`src/rtl/ptw_pkg.sv`:
```
package ptw_pkg;

   localparam int CmdDepth = 2;
   localparam int RspDepth = 2;

   localparam logic ActTranslate = 1'b0;
   localparam logic ActReadData  = 1'b1;

   localparam logic KindRead = 1'b0;
   localparam logic KindDone = 1'b1;

   localparam logic [1:0] StatusOk    = 2'd0;
   localparam logic [1:0] StatusFault = 2'd1;
   localparam logic [1:0] StatusPhase = 2'd2;

   localparam logic [1:0] CsrTableBase  = 2'd0;
   localparam logic [1:0] CsrRegionBase = 2'd1;
   localparam logic [1:0] CsrL2Bias     = 2'd2;

   localparam logic [1:0] DescFault    = 2'd0;
   localparam logic [1:0] DescTable    = 2'd1;
   localparam logic [1:0] DescSection  = 2'd2;
   localparam logic [1:0] DescReserved = 2'd3;
   localparam int SuperBit = 18;

   localparam logic [31:0] TableMask   = 32'hfffffc00;
   localparam logic [31:0] PageMask    = 32'hfffff000;
   localparam logic [31:0] SectionMask = 32'hfff00000;
   localparam logic [31:0] SuperMask   = 32'hff000000;

   typedef struct packed {
      logic        action;
      logic [31:0] virt_addr;
      logic [31:0] read_data;
   } req_type;

   typedef struct packed {
      logic        kind;
      logic [31:0] address;
      logic [1:0]  status;
   } rsp_type;

   typedef enum logic [2:0] {
      OP_L1_READ = 3'd0,
      OP_L2_READ = 3'd1,
      OP_SECTION = 3'd2,
      OP_SUPER   = 3'd3,
      OP_PAGE    = 3'd4,
      OP_FAULT   = 3'd5,
      OP_PHASE   = 3'd6
   } op_type;

   typedef struct packed {
      op_type      op;
      logic [31:0] va;
      logic [31:0] data;
   } cmd_type;

endpackage

```
`src/rtl/ptw_front.sv`:
```
module ptw_front (
   input  logic              clock,
   input  logic              reset,
   input  logic              push,
   input  ptw_pkg::req_type  req_data,
   input  logic              cmd_full,
   output logic              cmd_push,
   output ptw_pkg::cmd_type  cmd_data
);

   typedef enum logic [2:0] {
      PH_IDLE = 3'b001,
      PH_L1   = 3'b010,
      PH_L2   = 3'b100
   } phase_type;

   phase_type   phase_ff, phase_in;
   logic [31:0] saved_virt_ff, saved_virt_in;
   logic [1:0]  desc_type;

   assign cmd_push  = push && !cmd_full;
   assign desc_type = req_data.read_data[1:0];

   always_comb begin
      phase_in      = phase_ff;
      saved_virt_in = saved_virt_ff;
      cmd_data.op   = ptw_pkg::OP_PHASE;
      cmd_data.va   = saved_virt_ff;
      cmd_data.data = req_data.read_data;
      if (req_data.action == ptw_pkg::ActTranslate) begin
         if (phase_ff != PH_L1 && phase_ff != PH_L2) begin
            cmd_data.op   = ptw_pkg::OP_L1_READ;
            cmd_data.va   = req_data.virt_addr;
            saved_virt_in = req_data.virt_addr;
            phase_in      = PH_L1;
         end
      end else begin
         case (phase_ff)
            PH_L1: begin
               phase_in = PH_IDLE;
               case (desc_type)
                  ptw_pkg::DescTable: begin
                     cmd_data.op = ptw_pkg::OP_L2_READ;
                     phase_in    = PH_L2;
                  end
                  ptw_pkg::DescSection: begin
                     cmd_data.op = req_data.read_data[ptw_pkg::SuperBit] ?
                                   ptw_pkg::OP_SUPER : ptw_pkg::OP_SECTION;
                  end
                  default: begin
                     cmd_data.op = ptw_pkg::OP_FAULT;
                  end
               endcase
            end
            PH_L2: begin
               cmd_data.op = ptw_pkg::OP_PAGE;
               phase_in    = PH_IDLE;
            end
            default: begin
               cmd_data.op = ptw_pkg::OP_PHASE;
            end
         endcase
      end
   end

   always_ff @(posedge clock) begin
      if (reset) begin
         phase_ff      <= PH_IDLE;
         saved_virt_ff <= '0;
      end else if (cmd_push) begin
         phase_ff      <= phase_in;
         saved_virt_ff <= saved_virt_in;
      end
   end

   a_l1_enters_walk: assert property (@(posedge clock) disable iff (reset)
      cmd_push && cmd_data.op == ptw_pkg::OP_L1_READ |=> phase_ff == PH_L1)
      else $error("first-level read issued without entering the walk");

   a_phase_error_keeps_state: assert property (@(posedge clock) disable iff (reset)
      cmd_push && cmd_data.op == ptw_pkg::OP_PHASE
      |=> $stable(phase_ff) && $stable(saved_virt_ff))
      else $error("out-of-phase request changed the walk state");

   a_l2_only_from_l1: assert property (@(posedge clock) disable iff (reset)
      cmd_push && cmd_data.op == ptw_pkg::OP_L2_READ |-> phase_ff == PH_L1)
      else $error("second-level read issued outside the first-level phase");

endmodule

```
`src/rtl/ptw_cmd_queue.sv`:
```
module ptw_cmd_queue (
   input  logic              clock,
   input  logic              reset,
   input  logic              push,
   input  ptw_pkg::cmd_type  push_data,
   output logic              full,
   input  logic              pop,
   output ptw_pkg::cmd_type  pop_data,
   output logic              empty
);

   localparam int Depth = ptw_pkg::CmdDepth;
   localparam int PtrW  = (Depth > 1) ? $clog2(Depth) : 1;
   localparam int CntW  = $clog2(Depth + 1);

   ptw_pkg::cmd_type mem_ff [Depth];
   logic [PtrW-1:0]  wr_ptr_ff, rd_ptr_ff;
   logic [CntW-1:0]  count_ff, count_in;
   logic             do_push, do_pop;

   assign full     = (count_ff == CntW'(Depth));
   assign empty    = (count_ff == '0);
   assign do_push  = push && !full;
   assign do_pop   = pop && !empty;
   assign pop_data = mem_ff[rd_ptr_ff];

   always_comb begin
      count_in = count_ff;
      if (do_push && !do_pop) begin
         count_in = count_ff + CntW'(1);
      end else if (do_pop && !do_push) begin
         count_in = count_ff - CntW'(1);
      end
   end

   always_ff @(posedge clock) begin
      if (do_push) begin
         mem_ff[wr_ptr_ff] <= push_data;
      end
   end

   always_ff @(posedge clock) begin
      if (reset) begin
         wr_ptr_ff <= '0;
         rd_ptr_ff <= '0;
         count_ff  <= '0;
      end else begin
         count_ff <= count_in;
         if (do_push) begin
            wr_ptr_ff <= (wr_ptr_ff == PtrW'(Depth - 1)) ? '0 : wr_ptr_ff + PtrW'(1);
         end
         if (do_pop) begin
            rd_ptr_ff <= (rd_ptr_ff == PtrW'(Depth - 1)) ? '0 : rd_ptr_ff + PtrW'(1);
         end
      end
   end

   a_count_bounded: assert property (@(posedge clock) disable iff (reset)
      count_ff <= CntW'(Depth))
      else $error("command queue count exceeds its depth");

   a_push_grows: assert property (@(posedge clock) disable iff (reset)
      do_push && !do_pop |=> count_ff == $past(count_ff) + CntW'(1))
      else $error("command queue lost a request");

endmodule

```
`src/rtl/ptw_back.sv`:
```
module ptw_back (
   input  logic              clock,
   input  logic              reset,
   input  logic              csr_valid,
   input  logic [1:0]        csr_index,
   input  logic [31:0]       csr_wdata,
   input  logic              cmd_empty,
   input  ptw_pkg::cmd_type  cmd_data,
   output logic              cmd_pop,
   input  logic              pop,
   output logic              empty,
   output ptw_pkg::rsp_type  rsp_data
);

   localparam int Depth = ptw_pkg::RspDepth;
   localparam int PtrW  = (Depth > 1) ? $clog2(Depth) : 1;
   localparam int CntW  = $clog2(Depth + 1);

   logic [31:0]      table_base_ff, region_base_ff, l2_bias_ff;
   ptw_pkg::rsp_type mem_ff [Depth];
   ptw_pkg::rsp_type result;
   logic [PtrW-1:0]  wr_ptr_ff, rd_ptr_ff;
   logic [CntW-1:0]  count_ff, count_in;
   logic             do_pop;
   logic [31:0]      rel_va;

   assign empty    = (count_ff == '0);
   assign do_pop   = pop && !empty;
   assign cmd_pop  = !cmd_empty && (count_ff != CntW'(Depth) || do_pop);
   assign rsp_data = mem_ff[rd_ptr_ff];
   assign rel_va   = cmd_data.va - region_base_ff;

   always_comb begin
      result.kind    = ptw_pkg::KindDone;
      result.address = '0;
      result.status  = ptw_pkg::StatusOk;
      case (cmd_data.op)
         ptw_pkg::OP_L1_READ: begin
            result.kind    = ptw_pkg::KindRead;
            result.address = table_base_ff + {18'd0, rel_va[31:20], 2'b00};
         end
         ptw_pkg::OP_L2_READ: begin
            result.kind    = ptw_pkg::KindRead;
            result.address = (cmd_data.data & ptw_pkg::TableMask) + l2_bias_ff
                             + {22'd0, cmd_data.va[19:12], 2'b00};
         end
         ptw_pkg::OP_SECTION: begin
            result.address = (cmd_data.data & ptw_pkg::SectionMask)
                             | (cmd_data.va & ~ptw_pkg::SectionMask);
         end
         ptw_pkg::OP_SUPER: begin
            result.address = (cmd_data.data & ptw_pkg::SuperMask)
                             | (cmd_data.va & ~ptw_pkg::SuperMask);
         end
         ptw_pkg::OP_PAGE: begin
            result.address = (cmd_data.data & ptw_pkg::PageMask)
                             | (cmd_data.va & ~ptw_pkg::PageMask);
         end
         ptw_pkg::OP_FAULT: begin
            result.status = ptw_pkg::StatusFault;
         end
         default: begin
            result.status = ptw_pkg::StatusPhase;
         end
      endcase
   end

   always_ff @(posedge clock) begin
      if (reset) begin
         table_base_ff  <= '0;
         region_base_ff <= '0;
         l2_bias_ff     <= '0;
      end else if (csr_valid) begin
         case (csr_index)
            ptw_pkg::CsrTableBase:  table_base_ff  <= csr_wdata;
            ptw_pkg::CsrRegionBase: region_base_ff <= csr_wdata;
            ptw_pkg::CsrL2Bias:     l2_bias_ff     <= csr_wdata;
            default: begin
            end
         endcase
      end
   end

   always_comb begin
      count_in = count_ff;
      if (cmd_pop && !do_pop) begin
         count_in = count_ff + CntW'(1);
      end else if (do_pop && !cmd_pop) begin
         count_in = count_ff - CntW'(1);
      end
   end

   always_ff @(posedge clock) begin
      if (cmd_pop) begin
         mem_ff[wr_ptr_ff] <= result;
      end
   end

   always_ff @(posedge clock) begin
      if (reset) begin
         wr_ptr_ff <= '0;
         rd_ptr_ff <= '0;
         count_ff  <= '0;
      end else begin
         count_ff <= count_in;
         if (cmd_pop) begin
            wr_ptr_ff <= (wr_ptr_ff == PtrW'(Depth - 1)) ? '0 : wr_ptr_ff + PtrW'(1);
         end
         if (do_pop) begin
            rd_ptr_ff <= (rd_ptr_ff == PtrW'(Depth - 1)) ? '0 : rd_ptr_ff + PtrW'(1);
         end
      end
   end

   a_rsp_count_bounded: assert property (@(posedge clock) disable iff (reset)
      count_ff <= CntW'(Depth))
      else $error("result queue count exceeds its depth");

endmodule

```
`src/rtl/two_level_page_table_walker.sv`:
```
// Two-level page table walker with queue-style ports on both sides.
// A request (push/full) is either a translate request or a memory read data
// return. Each request produces exactly one response (empty/pop): a memory
// read to perform, a finished translation, a translation fault, or an
// out-of-phase error. The caller performs each read and pushes the data back.
// A request is taken when push is high and full is low; the response passes
// through the command queue and then the response queue to the result ports,
// where it is held until popped. One request per cycle is sustained while
// responses are popped: the front end updates the walk phase in the cycle of
// acceptance, and the back end forms addresses one command per cycle into a
// two-entry response queue.
// When pop stays low, the response queue and then the two-entry command
// queue fill, and full rises; nothing is dropped.
// Registers are written through csr_valid/csr_ready (always ready): index 0
// table base, 1 region base, 2 second-level bias. The user writes them
// only while the walker is idle; the block does not enforce it. Synchronous
// reset clears the queues and all registers and returns the walk to idle.
module two_level_page_table_walker (
   input  logic              clock,
   input  logic              reset,
   input  logic              push,
   input  ptw_pkg::req_type  req_data,
   output logic              full,
   output logic              empty,
   input  logic              pop,
   output ptw_pkg::rsp_type  rsp_data,
   input  logic              csr_valid,
   output logic              csr_ready,
   input  logic [1:0]        csr_index,
   input  logic [31:0]       csr_wdata
);

   logic             cmd_push, cmd_pop, cmd_empty;
   ptw_pkg::cmd_type cmd_in, cmd_out;

   assign csr_ready = 1'b1;

   ptw_front u_front (
      .clock    (clock),
      .reset    (reset),
      .push     (push),
      .req_data (req_data),
      .cmd_full (full),
      .cmd_push (cmd_push),
      .cmd_data (cmd_in)
   );

   ptw_cmd_queue u_cmd_queue (
      .clock     (clock),
      .reset     (reset),
      .push      (cmd_push),
      .push_data (cmd_in),
      .full      (full),
      .pop       (cmd_pop),
      .pop_data  (cmd_out),
      .empty     (cmd_empty)
   );

   ptw_back u_back (
      .clock     (clock),
      .reset     (reset),
      .csr_valid (csr_valid),
      .csr_index (csr_index),
      .csr_wdata (csr_wdata),
      .cmd_empty (cmd_empty),
      .cmd_data  (cmd_out),
      .cmd_pop   (cmd_pop),
      .pop       (pop),
      .empty     (empty),
      .rsp_data  (rsp_data)
   );

endmodule

```
`config.mk`:
```
export PLATFORM = sky130hd
export DESIGN_NAME = two_level_page_table_walker
export DESIGN_NICKNAME = d
export VERILOG_FILES = /design/src/rtl/ptw_pkg.sv /design/src/rtl/ptw_front.sv /design/src/rtl/ptw_cmd_queue.sv /design/src/rtl/ptw_back.sv /design/src/rtl/two_level_page_table_walker.sv
export SDC_FILE = /design/constraint.sdc
export NUM_CORES = 1
export LEC_CHECK = 0
export CAP_MARGIN = 20
export CORE_MARGIN = 8
export CORE_UTILIZATION = 50
export CTS_CLUSTER_DIAMETER = 200
export CTS_CLUSTER_SIZE = 28
export DETAILED_ROUTE_END_ITERATION = 6
export DONT_BUFFER_PORTS = 1
export PLACE_DENSITY = 0.71
export RECOVER_POWER = 50
export SYNTH_ARGS = -nofsm -noshare
export SYNTH_HDL_FRONTEND = slang
export SYNTH_HIERARCHICAL = 1
export SYNTH_SLANG_ARGS = --single-unit
```
`constraint.sdc`:
```
create_clock -name clock -period 10.2 [get_ports clock]
set_clock_uncertainty 0.2 [all_clocks]
set_input_delay 1.02 -clock clock [delete_from_list [all_inputs] [get_ports clock]]
set_output_delay 1.02 -clock clock [all_outputs]
set_load 0.05 [all_outputs]
```
# --- Yosys cells after proc, flatten, opt, wreduce, memory -nomap -nowiden ---
# Memories as Yosys holds them, arrays and structs flattened. A register that Yosys moved wholly into a read port is not among the register bits.
# Cells that the tools add are included.
word_totals:
  regBits: 139
  ram_bits: 204
  input_bits: 104
  out_inout_bits: 38
  word_cells: 106
  mem_count: 2
classes:
  n_addsub: 12
  eq_ne: 16
  mux: 29
  bitwise: 4
  n_reduce_logical: 32
memory_table:
  columns: ["name", "depth", "word_bits", "read_ports", "rd_ports_with_merged_regs", "write_ports", "line_no", "rtl"]
  rows:
  - ["u_cmd_queue.mem_ff", 2, 67, 1, 1, 1, "ptw_cmd_queue.sv:16", "ptw_pkg::cmd_type mem_ff [Depth];"]
  - ["u_back.mem_ff", 2, 35, 1, 1, 1, "ptw_back.sv:20", "ptw_pkg::rsp_type mem_ff [Depth];"]
op_table:
  columns: ["op", "count"]
  rows:
  - ["one-hot mux 32 bit (5 select lines)", 1]
  - ["two-way mux 35 bit", 1]
  - ["adder 32 x 10 -> 32 bit", 1]
  - ["adder 32 x 14 -> 32 bit", 1]
  - ["adder 32 bit", 1]
  - ["two-way mux 32 bit", 1]
  - ["bitwise OR 32 x 12 -> 32 bit", 1]
  - ["bitwise OR 32 x 20 -> 32 bit", 1]
  - ["bitwise OR 32 x 24 -> 32 bit", 1]
  - ["subtractor 32 bit", 1]
  - ["one-hot mux 3 bit (2 select lines)", 3]
  - ["two-way mux 1 bit", 14]
  - ["two-way mux 3 bit", 4]
  - ["logical AND 1 bit", 10]
  - ["equality test 3 x 2 -> 1 bit (second input constant)", 3]
  - ["equality test 3 bit (second input constant)", 3]
  - ["two-way mux 2 bit", 4]
  - ["zero test 1 bit", 7]
  - ["equality test 2 bit (second input constant)", 3]
  - ["zero test 2 bit", 3]
  - ["AND reduction 2 bit", 3]
  - ["AND reduction 3 bit", 2]
  - ["nonzero test 2 bit", 3]
  - ["OR reduction 5 bit", 1]
  - ["14 further kinds", 20]

# --- Depth between registers and ports, before layout ---
depth:
  ltp_word: 9
  depth_mapped: 23
  ltp_nobuf: 21

# --- Cells and area by module ---
# Netlist, hierarchy kept.
modules_own_cells:
  columns: ["mod", "n_inst", "cells_per_inst", "area_per_inst_um2", "seq_area_each_um2"]
  rows:
  - ["ptw_back", 1, 1173, 10361.2, 4124.0]
  - ["ptw_cmd_queue", 1, 233, 5052.3, 4124.0]
  - ["ptw_front", 1, 250, 2441.1, 700.7]
  - ["two_level_page_table_walker", 1, 2, 11.3, 0.0]

# --- Least setup slack after synthesis ---
# No wires, ideal clock.
synth_timing:
  path_kind: "reg-to-reg"
  from: "reg with a tool-made name"
  to: "mem u_back/mem_ff[0][26] (netlist bit), data pin"
  setup_time_ns: 0.275
  arrival_time_ns: 4.653
  required_ns: 9.725
  setup_slack_ns: 5.072
  path_stages_with_launch: 22
  path_buffers: 2
  synth_period_minus_slack_ns: 5.128
  path_cell_list: "dfxtp_1 > buf_4 > buf_6 > mux2_2 > ha_1 > a211oi_2 > nand2_1 > o41ai_2 > a211o_1 > nand2_2 > o32a_4 > xor2_1 > ha_1 > nand4_1 > a21oi_1 > nor3_2 > o31ai_4 > nand2b_2 > or3_1 > xnor2_1 > a22oi_1 > o21ai_0"
synth_lines:
  columns: ["element", "line_no"]
  rows:
  - ["end: declaration", "ptw_back.sv:20"]

==> run metrics <==
Initial Utilization=50.80%; DR vias=11,470; Leak=roughly 6.2 nW; startpoint types=flop; max_cap viols=5; WP data arrival=a little over 7 ns; Rel. slew slack=-61.17%; H-Tree Depth=1; CTS Root Cell=clkbuf_16; CTS tree=done; crit path kind=reg -> reg; # diodes=0; row count=67; area of the core=33,620 um^2; Max Freq=0.1379 GHz; Routed WL per cell=between 20 and 25 um; CP endpoint kind=flop; final layout net count=about 1,700; first-pass GRT wire length=62.85 mm; pwr dens=270.9 nW/um^2; Final Critical Period=a little over 7 ns; die area=a little over 40,000 um^2; Post-Route Setup TNS=0 ns; Fin. Hold Viols=0; unrepaired setup endpoints after global routing=false; worst min-delay path category=reg -> reg; Die Y=200.8 um; area grow syn2layout=2.762%; post-synthesis area per instance=between 10 and 15 um^2; r2r endpoint=u_back/mem_ff[0][26]$_DFFE_PP_; syn nets=1,801; Routed Antenna Nets=0; clock buffer depth=3; vias in the first global route=~11,000; RD Place Congestion=~0.90; r2r worst-path depth=20; clock edge transition at the registers on the reported setup and hold paths=~0.1 ns; Post-route DRC=0; worst-path fanout max=32; final core occ=between 50% and 60%; share of cells above drive strength 1=10.25%; HPWL Detailed=29.49 mm; I/O Pins=142; status=complete, but fails checks; Starting DRT DRC Count=903; final-report setup violation count=0; mapped cell area=17,080 um^2; grt total ovfl=0; Least-Margin Pin Slew=between 2 and 2.5 ns; Setup Fix Bufs, Post-CTS=0; CTS sink cnt=between 300 and 400; CTS resizes=0; CTS Hold Bufs=0; DIE WIDTH=200.8 um; Max VDD drop=~0.17 mV; DRT Pass-1 Iters=7; port buffer count=0; critical path required time=10.21 ns; cells after synthesis=roughly 1,600; WL final=40.62 mm; Tcrit/Tclk final=71.08%; GRT Overall Usage=19.32%; Via density=5.735; antenna violations before repair=1; largest net degree at the start of global routing=175; YS warnings=6; Worst R2R Setup Slack=2.95 ns; failing checks=capacitance limit, slew limit; Clock Latency Late Sink=0.51 ns; Pins Over Slew Limit=163; Setup crit end=u_back/mem_ff[0][26]$_DFFE_PP_; CTS buffer count=15
-- metrics by stage --
| stage | instances | cell area, um^2 | hold slack (ns) | total power [mW] | worst slack [ns] |
|---|---|---|---|---|---|
| 6_report | 1999 | 17550 | 0.2606 | 4.754 | 2.950 |
| 5_1_grt | 1999 | 17550 | 0.2775 | 5.018 | 2.481 |
| 4_1_cts | 1998 | 17590 | 0.2591 | 4.774 | 3.382 |
| 3_5_place_dp | 1973 | 17170 | 0.2422 | 4.082 | 3.430 |
| 3_3_place_gp | 1973 | 17170 | 0.2375 | 4.038 | 3.408 |
| 2_1_floorplan | 1618 | 17080 | 0.2357 | 3.591 | 5.072 |
-- placed cells by master (no fill, tap or decap), types with 15 or more instances in the layout --
cell type / count
a21oi_1: 150
o21ai_0: 56
dfxtp_1: 140
xor2_1: 30
edfxtp_1: 184
a22oi_1: 17
nand2b_1: 77
nor2_1: 59
xnor2_1: 36
mux2i_1: 40
mux2_2: 95
nor3_1: 15
a21o_1: 18
clkbuf_16: 15
inv_1: 52
mux2_1: 33
ha_1: 77
nand2_1: 241
nand3_1: 20
-- worst min-delay path by stage --
stage,depth (start not counted),slack [ns],from,to
4_1_cts,2,0.26,u_back/region_base_ff[10]$_SDFFE_PP0P_,u_back/region_base_ff[10]$_SDFFE_PP0P_
3_3_place_gp,2,0.24,u_back/region_base_ff[2]$_SDFFE_PP0P_,u_back/region_base_ff[2]$_SDFFE_PP0P_
5_1_grt,2,0.28,u_back/region_base_ff[10]$_SDFFE_PP0P_,u_back/region_base_ff[10]$_SDFFE_PP0P_
2_1_floorplan,2,0.24,u_back/table_base_ff[0]$_SDFFE_PP0P_,u_back/table_base_ff[0]$_SDFFE_PP0P_
6_report,2,0.26,u_back/region_base_ff[3]$_SDFFE_PP0P_,u_back/region_base_ff[3]$_SDFFE_PP0P_
3_5_place_dp,2,0.24,u_back/region_base_ff[10]$_SDFFE_PP0P_,u_back/region_base_ff[10]$_SDFFE_PP0P_
-- power by group --
| group | switching (mW) | leakage, nW | internal [mW] |
|---|---|---|---|
| registers | 0.103 | 2.88 | 1.72 |
| clock network | 0.395 | 0.202 | 0.284 |
| logic | 1.50 | 3.13 | 0.748 |
-- critical path, cell delays in order (launching register included) --
cell	delay, ns
dfxtp_1	1.20
buf_4	0.56
mux2_2	0.47
ha_1	0.34
a211oi_2	0.25
nand2_1	0.09
o41ai_2	0.59
a211o_1	0.25
nand2_2	0.09
o32a_4	0.38
xor2_1	0.17
ha_1	0.44
nand4_1	0.12
a21oi_1	0.25
nor3_2	0.11
o31ai_4	0.38
nand2b_2	0.17
or3_1	0.38
xnor2_1	0.14
a22oi_1	0.19
o21ai_0	0.15
-- layout make-up --
type	count	area, um^2
clock buffer	24	409.1
timing repair buffer	12	71.32
sequential	325	8349
tap	448	560.5
fill	2974	16070
multi-input combinational	1135	7940
clock inverter	1	16.27
inverter	54	202.7
-- flip-flops by register name, summed over array words and instances (netlist names), named ones only --
register	cells
u_back/count_ff	2
u_back/region_base_ff	32
u_back/wr_ptr_ff	1
u_cmd_queue/wr_ptr_ff	1
u_back/mem_ff	70
u_cmd_queue/rd_ptr_ff	1
u_back/table_base_ff	32
u_back/rd_ptr_ff	1
u_cmd_queue/mem_ff	114
u_front/phase_ff	3
u_cmd_queue/count_ff	2
u_back/l2_bias_ff	32
u_front/saved_virt_ff	32
-- routing by layer --
layer / wire [um] / global-route usage [%] / up-vias / share of wire [%]
li1: - / - / 5572 / -
met1: 18100 / 25.91 / 5497 / 45
met2: 18430 / 31.04 / 336 / 45
met3: 2915 / 4.099 / 58 / 7.2
met4: 1166 / 5.834 / 2 / 2.9
met5: 10 / 0 / - / 0.025
No activity file was read; power rests on OpenSTA's default activity.
